### config.mk
export PLATFORM = sky130hd
export DESIGN_NAME = key_debounce_short_long_press_flat
export DESIGN_NICKNAME = d
export VERILOG_FILES = /design/src/rtl/kdsl_pkg.sv /design/src/rtl/kdsl_in_if.sv /design/src/rtl/kdsl_out_if.sv /design/src/rtl/key_debounce_short_long_press.sv /design/src/flat_wrapper.sv
export SDC_FILE = /design/constraint.sdc
export NUM_CORES = 1
export LEC_CHECK = 0
export ABC_AREA = 1
export BUFFER_PORTS_ARGS = -buffer_cell sky130_fd_sc_hd__buf_2
export CORE_MARGIN = 2
export CORE_UTILIZATION = 62
export CTS_BUF_LIST = sky130_fd_sc_hd__clkbuf_16
export DETAILED_ROUTE_END_ITERATION = 6
export GPL_TIMING_DRIVEN = 0
export PLACE_DENSITY = 0.89
export SETUP_SLACK_MARGIN = 0.05
export SLEW_MARGIN = 30
export SYNTH_ARGS = -nofsm -noshare
export SYNTH_HDL_FRONTEND = slang
export SYNTH_SLANG_ARGS = --single-unit
### constraint.sdc
create_clock -name clk -period 4.2 [get_ports clk]
set_clock_uncertainty 0.2 [all_clocks]
set_input_delay 0.42 -clock clk [delete_from_list [all_inputs] [get_ports clk]]
set_output_delay 0.42 -clock clk [all_outputs]
set_load 0.005 [all_outputs]
### src/rtl/kdsl_pkg.sv
package kdsl_pkg;

	// Key debounce phases
	typedef enum logic [1:0] {
		PH_IDLE        = 2'd0,
		PH_DEB_PRESS   = 2'd1,
		PH_PRESSED     = 2'd2,
		PH_DEB_RELEASE = 2'd3
	} phase_t;

	// Result action codes
	typedef enum logic [1:0] {
		ACT_NONE    = 2'd0,
		ACT_SHORT   = 2'd1,
		ACT_LONG    = 2'd2,
		ACT_GUARDED = 2'd3
	} action_t;

	// Configuration port
	localparam int CFG_IDX_W  = 2;
	localparam int CFG_DATA_W = 32;

	localparam logic [CFG_IDX_W-1:0] CFG_DEBOUNCE   = 2'd0;
	localparam logic [CFG_IDX_W-1:0] CFG_LONG_PRESS = 2'd1;
	localparam logic [CFG_IDX_W-1:0] CFG_BOOT_GUARD = 2'd2;
	localparam logic [CFG_IDX_W-1:0] CFG_BOOT_TIME  = 2'd3;

	// Field widths
	localparam int CNT_W  = 4;
	localparam int MS16_W = 16;
	localparam int TIME_W = 32;

	// Register reset values
	localparam logic [CNT_W-1:0]  DEBOUNCE_RST   = 4'd5;
	localparam logic [MS16_W-1:0] LONG_PRESS_RST = 16'd3000;
	localparam logic [MS16_W-1:0] BOOT_GUARD_RST = 16'd3000;
	localparam logic [TIME_W-1:0] BOOT_TIME_RST  = 32'd0;

	// One poll of the key
	typedef struct packed {
		logic              key_level;
		logic              read_ok;
		logic [TIME_W-1:0] now_ms;
	} in_item_t;

	// One result per poll
	typedef struct packed {
		action_t action;
		logic    key_held;
		logic    long_reached;
	} out_item_t;

endpackage

### src/rtl/kdsl_in_if.sv
interface kdsl_in_if;
	import kdsl_pkg::*;

	logic     valid;
	logic     ready;
	in_item_t data;

	modport source (output valid, output data, input ready);
	modport sink (input valid, input data, output ready);
endinterface

### src/rtl/kdsl_out_if.sv
interface kdsl_out_if;
	import kdsl_pkg::*;

	logic      valid;
	logic      ready;
	out_item_t data;

	modport source (output valid, output data, input ready);
	modport sink (input valid, input data, output ready);
endinterface

### src/rtl/key_debounce_short_long_press.sv
// Active-low key debouncer with short and long press detection.
// poll (sink): one transfer per key poll, carrying key_level (0 = pressed),
//   read_ok and the free-running millisecond time now_ms.
// result (source): exactly one transfer per poll, in poll order, carrying
//   action (none, short, long, short ignored in boot guard), key_held and
//   long_reached as they stand after that poll.
// cfg_we/cfg_index/cfg_data: register writes (debounce count, long press
//   time, boot guard time, boot timestamp); write only while idle.
// A taken poll waits in the input register, and once it advances its result
//   is loaded into the result register and offered on result.
// Throughput: one poll per cycle while result is not stalled; the state
//   update is one 32-bit subtract and compare plus a small phase update,
//   done in the cycle a poll leaves the input register.
// Reset: phase idle, counters and long flag clear, registers at defaults;
//   both valids drop.
// Stall: while result is held, one more poll waits in the input register;
//   after that poll.ready drops until result is taken.
module key_debounce_short_long_press (
	input  logic                            clk,
	input  logic                            arst_n,
	input  logic                            cfg_we,
	input  logic [kdsl_pkg::CFG_IDX_W-1:0]  cfg_index,
	input  logic [kdsl_pkg::CFG_DATA_W-1:0] cfg_data,
	kdsl_in_if.sink                         poll,
	kdsl_out_if.source                      result
);
	import kdsl_pkg::*;

	// configuration
	logic [CNT_W-1:0]  deb_q;
	logic [MS16_W-1:0] long_ms_q;
	logic [MS16_W-1:0] guard_ms_q;
	logic [TIME_W-1:0] boot_ms_q;

	// input register
	logic     valid_s1;
	in_item_t item_s1;

	// key state
	phase_t            phase_q, phase_d;
	logic [CNT_W-1:0]  count_q, count_d;
	logic [TIME_W-1:0] start_q, start_d;
	logic              long_q, long_d;

	// result register
	logic      out_valid_q;
	out_item_t out_item_q, out_item_d;

	logic              advance;
	logic [CNT_W-1:0]  cnt_inc;
	logic              cnt_done;
	logic [TIME_W-1:0] held_ms;
	logic [TIME_W-1:0] since_boot;
	logic              held_long;
	logic              in_guard;
	logic              release_done;

	// handshake
	assign advance    = valid_s1 && (!out_valid_q || result.ready);
	assign poll.ready = !valid_s1 || advance;

	// configuration writes
	always_ff @(posedge clk or negedge arst_n) begin
		if (!arst_n) begin
			deb_q      <= DEBOUNCE_RST;
			long_ms_q  <= LONG_PRESS_RST;
			guard_ms_q <= BOOT_GUARD_RST;
			boot_ms_q  <= BOOT_TIME_RST;
		end else if (cfg_we) begin
			unique case (cfg_index)
				CFG_DEBOUNCE:   deb_q      <= cfg_data[CNT_W-1:0];
				CFG_LONG_PRESS: long_ms_q  <= cfg_data[MS16_W-1:0];
				CFG_BOOT_GUARD: guard_ms_q <= cfg_data[MS16_W-1:0];
				CFG_BOOT_TIME:  boot_ms_q  <= cfg_data[TIME_W-1:0];
				default:        ;
			endcase
		end
	end

	// input register
	always_ff @(posedge clk or negedge arst_n) begin
		if (!arst_n) begin
			valid_s1 <= 1'b0;
		end else if (poll.ready) begin
			valid_s1 <= poll.valid;
		end
	end

	always_ff @(posedge clk) begin
		if (poll.valid && poll.ready) begin
			item_s1 <= poll.data;
		end
	end

	// shared arithmetic, time differences wrap mod 2^32
	assign cnt_inc    = count_q + CNT_W'(1);
	assign cnt_done   = (cnt_inc >= deb_q);
	assign held_ms    = item_s1.now_ms - start_q;
	assign since_boot = item_s1.now_ms - boot_ms_q;
	assign held_long  = (held_ms >= TIME_W'(long_ms_q));
	assign in_guard   = (boot_ms_q != '0) && (since_boot < TIME_W'(guard_ms_q));
	assign release_done = item_s1.read_ok && (phase_q == PH_DEB_RELEASE) &&
		item_s1.key_level && cnt_done;

	// next state
	always_comb begin
		phase_d = phase_q;
		count_d = count_q;
		start_d = start_q;
		long_d  = long_q;
		if (item_s1.read_ok) begin
			unique case (phase_q)
				PH_IDLE: begin
					if (!item_s1.key_level) begin
						phase_d = PH_DEB_PRESS;
						count_d = CNT_W'(1);
					end
				end
				PH_DEB_PRESS: begin
					if (!item_s1.key_level) begin
						count_d = cnt_inc;
						if (cnt_done) begin
							phase_d = PH_PRESSED;
							start_d = item_s1.now_ms;
							long_d  = 1'b0;
							count_d = '0;
						end
					end else begin
						phase_d = PH_IDLE;
						count_d = '0;
					end
				end
				PH_PRESSED: begin
					if (item_s1.key_level) begin
						phase_d = PH_DEB_RELEASE;
						count_d = CNT_W'(1);
					end else if (!long_q && held_long) begin
						long_d = 1'b1;
					end
				end
				PH_DEB_RELEASE: begin
					if (item_s1.key_level) begin
						count_d = cnt_inc;
						if (cnt_done) begin
							phase_d = PH_IDLE;
							count_d = '0;
							long_d  = 1'b0;
						end
					end else begin
						phase_d = PH_PRESSED;
						count_d = '0;
					end
				end
				default: ;
			endcase
		end
	end

	// result fields
	always_comb begin
		out_item_d.action = ACT_NONE;
		if (release_done) begin
			priority if (long_q || held_long) begin
				out_item_d.action = ACT_LONG;
			end else if (in_guard) begin
				out_item_d.action = ACT_GUARDED;
			end else begin
				out_item_d.action = ACT_SHORT;
			end
		end
		out_item_d.key_held     = (phase_d == PH_PRESSED) || (phase_d == PH_DEB_RELEASE);
		out_item_d.long_reached = long_d;
	end

	// state update, one poll per advance
	always_ff @(posedge clk or negedge arst_n) begin
		if (!arst_n) begin
			phase_q <= PH_IDLE;
			count_q <= '0;
			start_q <= '0;
			long_q  <= 1'b0;
		end else if (advance) begin
			phase_q <= phase_d;
			count_q <= count_d;
			start_q <= start_d;
			long_q  <= long_d;
		end
	end

	// result register
	always_ff @(posedge clk or negedge arst_n) begin
		if (!arst_n) begin
			out_valid_q <= 1'b0;
		end else if (advance) begin
			out_valid_q <= 1'b1;
		end else if (result.ready) begin
			out_valid_q <= 1'b0;
		end
	end

	always_ff @(posedge clk) begin
		if (advance) begin
			out_item_q <= out_item_d;
		end
	end

	assign result.valid = out_valid_q;
	assign result.data  = out_item_q;

endmodule

### src/flat_wrapper.sv
// flat-port wrapper written by rule: the top's interface ports become plain ports
module key_debounce_short_long_press_flat import kdsl_pkg::*;
  (clk, arst_n, cfg_we, cfg_index, cfg_data, poll_valid, poll_data, poll_ready, result_valid, result_data, result_ready);
  kdsl_in_if poll_i ();
  kdsl_out_if result_i ();
  input  logic clk;
  input  logic arst_n;
  input  logic cfg_we;
  input  logic [kdsl_pkg::CFG_IDX_W-1:0] cfg_index;
  input  logic [kdsl_pkg::CFG_DATA_W-1:0] cfg_data;
  input wire logic [$bits(poll_i.valid)-1:0] poll_valid;
  input wire logic [$bits(poll_i.data)-1:0] poll_data;
  output wire logic [$bits(poll_i.ready)-1:0] poll_ready;
  output wire logic [$bits(result_i.valid)-1:0] result_valid;
  output wire logic [$bits(result_i.data)-1:0] result_data;
  input wire logic [$bits(result_i.ready)-1:0] result_ready;
  assign poll_i.valid = poll_valid;
  assign poll_i.data = poll_data;
  assign poll_ready = poll_i.ready;
  assign result_valid = result_i.valid;
  assign result_data = result_i.data;
  assign result_i.ready = result_ready;
  key_debounce_short_long_press u_core (.clk(clk), .arst_n(arst_n), .cfg_we(cfg_we), .cfg_index(cfg_index), .cfg_data(cfg_data), .poll(poll_i), .result(result_i));
endmodule
Word level (Yosys, flattened, before mapping)
Index checks and enable logic that the tools add are counted.
- output and inout port bits: 6
- word-level logic and storage cells: 85
- bits in registers: 147
- equality and inequality tests: 10
- bitwise logic cells: 2
- add/sub/neg operators: 3
- reduce and logical (&&, ||, !) cells: 25
- muxes and demuxes: 25
- order comparisons: 3
- operator list (operator ; count):
    32-bit subtractor ; 2
    32-bit by 16-bit greater-or-equal comparator with 1-bit output ; 1
    32-bit by 16-bit less-than comparator with 1-bit output ; 1
    32-bit nonzero test ; 1
    4-bit 2-to-1 mux ; 5
    2-bit 2-to-1 mux ; 9
    4-bit case mux with 4 select lines ; 1
    2-bit equality test, second input constant ; 6
    1-bit 2-to-1 mux ; 8
    2-bit case mux with 4 select lines ; 1
    2-bit AND reduction ; 4
    1-bit logical AND ; 7
    5-bit AND reduction ; 1
    4-bit by 1-bit adder with 4-bit output, second input constant ; 1
    2-bit by 1-bit equality test with 1-bit output, second input constant ; 2
    4-bit greater-or-equal comparator ; 1
    2-bit zero test ; 2
    1-bit logical OR ; 4
    4-bit AND reduction ; 1
    1-bit zero test ; 3
    1-bit case mux with 3 select lines ; 1
    2-bit by 1-bit != test with 1-bit output, second input constant ; 1
    2-bit != test, second input constant ; 1
    1-bit inverter ; 2
    2 further kinds ; 2

Longest topological paths before layout
- word-level depth: 8
- depth in mapped cells: 26
- mapped depth without buffers: 26

Worst setup path before layout
OpenSTA, ideal clock, no wires.
- path kind: reg2reg
- start: register u_core.start_q[0]
- end: register u_core.out_item_q (netlist bit u_core.result.data[0]) (data pin)
- data arrival time: 2.673 ns
- stages on the path, launching flop included: 24
- setup slack: 1.067 ns
- period minus slack after synthesis: 3.133 ns
- required time: 3.740 ns
- cells stage by stage: dfrtp_1 > ha_1 > fa_1 > inv_1 > nand3_1 > nand2_1 > nand2_1 > nand2_1 > nand2_1 > nand2_1 > xor2_1 > ha_1 > nand2_1 > nor2_1 > nor3_1 > nand2_1 > nor2_1 > nand2_1 > nor2_1 > nand2_1 > a21oi_2 > nand2_2 > nand2_2 > nand2_2
- word-level cells in the longest chain between the ends: 7
- RTL lines (element ; RTL line ; text):
    from (decl) ; key_debounce_short_long_press.sv:42 ; logic [TIME_W-1:0] start_q, start_d;
    from (signal assigned) ; key_debounce_short_long_press.sv:185 ; start_q <= start_d;
    32-bit subtractor ; key_debounce_short_long_press.sv:98 ; assign held_ms = item_s1.now_ms - start_q;
    32-bit by 16-bit greater-or-equal comparator with 1-bit output ; key_debounce_short_long_press.sv:100 ; assign held_long = (held_ms >= TIME_W'(long_ms_q));
    1-bit logical AND ; key_debounce_short_long_press.sv:137 ; end else if (!long_q && held_long) begin
    1-bit 2-to-1 mux ; key_debounce_short_long_press.sv:137 ;
    1-bit 2-to-1 mux ; key_debounce_short_long_press.sv:134 ; if (item_s1.key_level) begin
    1-bit case mux with 3 select lines ; key_debounce_short_long_press.sv:112 ; unique case (phase_q)
    1-bit 2-to-1 mux ; key_debounce_short_long_press.sv:111 ; if (item_s1.read_ok) begin
    net u_core.long_d ; key_debounce_short_long_press.sv:43 ; logic long_q, long_d;
    to (signal assigned) ; key_debounce_short_long_press.sv:203 ; out_item_q <= out_item_d;
    to (decl) ; key_debounce_short_long_press.sv:47 ; out_item_t out_item_q, out_item_d;
The timed path passes the listed nets, and every way through them passes these cells.
A chain may end at the register's enable or synchronous reset.

Worst setup path in the final report
Same ends and word-level chain as after synthesis.

==> results.cfg <==
[status]
status = finished with violations
violations = design-rule violations

[floorplanning]
rows = 48
dieArea_mm2 = 0.0189
die_y_um = 137
start_util_pct = 63.6
core_mm2 = 0.0174
ios = 79
die_w_um = 137

[timing]
tns_ns = 0
drv_slew = 0
period_needed_ns = 3.90
fmax_mhz = 257
rsz0062_at_grt = false
hold_violations = 0
fin_crit_sh_pct = 92.8
worst_pin_slew_ns = 0.641
slew_headroom_pct = 57.3
setup_viol = 0

[clock_tree]
h-tree-depth = 4
cts_sinks = 147
cts.clk_slew.worst_paths_ns = 0.06
clockBufferDepth = 2
cts_tree = done
cts_buffers = 17
clk_latency_ns = 0.44
cts_root_buffer = clkbuf_16

[worst_hold_path]
hold_class = in2reg
holdPathStages = 3
min_to = u_core.valid_s1
min_from = poll_valid

[yosys]
synthesis.area_mm2 = 0.0110
ys_seq_elements = 147
syn-num-nets = 1772
synth-main-ff-cell = dfrtp_1
synth_edf_count = 38
syn_area_per_cell_um2 = 6.91
synthArstFlopShare_pct = 74.1
synth_cell_types = 36
yosysWarnings = 0
ys_seq_area_share_pct = 35.2
netlist_instances = 1599

[place]
dp.cells = 1904
place_area_mm2 = 0.0118
dp_hpwl_mm = 23.7
portBuffers = 78
gp_congestion = 0.972

[routing]
vias_per_cell = 5.60
wire_per_inst_um = 16.4
drc = 2
drtPass1Iterations = 7
routed_wl_mm = 32.3
postRouteAntennaNets = 0
dr_total_vias = 11000
drtIter0Drc = 1003

[pwr]
peakVddDrop_mv = 0.370
leakagePower_nw = 6.93
total_power_mw = 7.40
p_per_area_mw_per_mm2 = 583

[setup_path]
r2r-start = u_core.start_q[0]
critPathMaxFanout = 3
crit_type = reg2reg
cp.arrival_ns = 3.88
end_kind = flip-flop
regToRegSetupSlack_ns = 0.30
start_kind = flip-flop
critPathRequiredTime_ns = 4.18
r2r-end = u_core.result.data[0]
r2r_cells = 23

[global_routing]
grt_overflow = 0
grt_use_met3_pct = 7.80
grt_use_total_pct = 35.7
grt_first_pass_wirelength_mm = 51.7
antenna_found_initial = 0
grt_max_degree = 64
met1_usage_pct = 43.7
grt_pass1_vias = 10800
top_usage_layer = met2
grt.met2_usage_pct = 59.4

[cells_and_area]
final_cells = 1972
design_area_mm2 = 0.0127
syn_to_final_growth_pct = 14.9
final_common_cell = nand2_1
final_core_util_pct = 73.1
drive_above_1_share_pct = 9.73
fin_nets = 1907
diodes = 0
final_cell_mix = 468 x nand2_1, 313 x inv_1, 142 x nor2_1

[job]
drv_cap = 0
-- metrics by stage --
step | hold slack (ns) | setup slack, ns
after floorplan | -0.0756 | 1.07
after global placement | 0.268 | 0.352
after detailed placement | 0.184 | 0.324
after CTS | 0.0270 | 0.290
after global routing | 0.0411 | 0.0735
final | 0.0229 | 0.301
-- power breakdown --
group	switching [mW]	internal, mW
clock network	0.715	0.773
registers	0.185	1.81
logic	2.53	1.39
-- flip-flops by register name, summed over array words and instances, names as in the netlist --
signal,flops
u_core.boot_ms_q,32
u_core.count_q,4
u_core.deb_q,4
u_core.guard_ms_q,16
u_core.item_s1,34
u_core.long_ms_q,16
u_core.long_q,1
u_core.phase_q,2
u_core.result.data,4
u_core.result.valid,1
u_core.start_q,32
u_core.valid_s1,1
-- repair_timing --
| item | in CTS | in global routing |
|---|---|---|
| setup buffers | 0 | 1 |
| endpoints found under the hold margin | 72 | 0 |
| endpoints found under the setup margin | 0 | 4 |
| resized for setup | 0 | 2 |
| hold buffers | 35 | 0 |
-- kinds of logic after synthesis --
logic type | after synthesis | synth area share [%]
simple gates | 762 | 28.7
xor+xnor | 34 | 2.70
compound gates | 218 | 10.3
fa+ha+maj | 100 | 11.5
mux | 2 | 0.204
buf+inv | 336 | 11.4
flops | 147 | 35.2
-- layout make-up --
cell class              count  area, um2
plain buffers              19       71.3
clock buffers              17        425
clock inverters            15        118
fillers                  1307       4670
inverters                 317       1190
multi-input cells        1116       5900
flip-flops and latches    147       3890
well taps                 225        282
repair buffers            116        810
-- cell usage after synthesis, drive strengths merged, types with 19 or more instances --
| cell | n | share of area, % |
|---|---|---|
| nand2 | 483 | 17 |
| inv | 316 | 11 |
| nor2 | 155 | 5.6 |
| a21oi | 116 | 5.3 |
| ha | 98 | 11 |
| dfrtp | 93 | 21 |
| o21ai | 84 | 3.8 |
| nand3 | 72 | 3.4 |
| edfxtp | 38 | 10 |
| xor2 | 29 | 2.3 |
| nand4 | 27 | 1.5 |
| clkbuf | 19 | 0.65 |
-- how the worst max path moves through the flow --
| stage | startpoint | to | slack (ns) | depth (start not counted) |
|---|---|---|---|---|
| 2_1_floorplan | u_core.start_q[0] | u_core.result.data[0] | 1.07 | 23 |
| 3_3_place_gp | u_core.item_s1[1] | u_core.result.data[3] | 0.35 | 23 |
| 3_5_place_dp | u_core.item_s1[1] | u_core.result.data[0] | 0.32 | 23 |
| 4_1_cts | u_core.item_s1[1] | u_core.result.data[0] | 0.29 | 23 |
| 5_1_grt | u_core.item_s1[4] | u_core.result.data[0] | 0.07 | 21 |
| 6_report | u_core.start_q[0] | u_core.result.data[0] | 0.30 | 23 |
-- metal layers --
layer	vias to the layer above	share of wire [%]
met5	-	0
met4	0	4.9
met3	126	8.8
met2	534	47
met1	5090	39
li1	5298	-
-- worst max-delay path: stages, from the launching register on --
cell and delay (ns):
dfrtp_1 0.39, ha_1 0.24, fa_1 0.42, inv_1 0.09
nand3_1 0.06, nand2_1 0.14, nand2_1 0.07, nand2_1 0.14
nand2_1 0.08, nand2_1 0.20, xor2_1 0.19, ha_1 0.26
nand2_1 0.08, nor2_1 0.05, nor3_2 0.18, nand2_1 0.08
nor2_1 0.11, nand2_1 0.06, nor2_1 0.10, nand2_1 0.11
a21oi_2 0.13, nand2_2 0.13, nand2_2 0.09, nand2_2 0.05
Power figures use the tool's default switching activity.
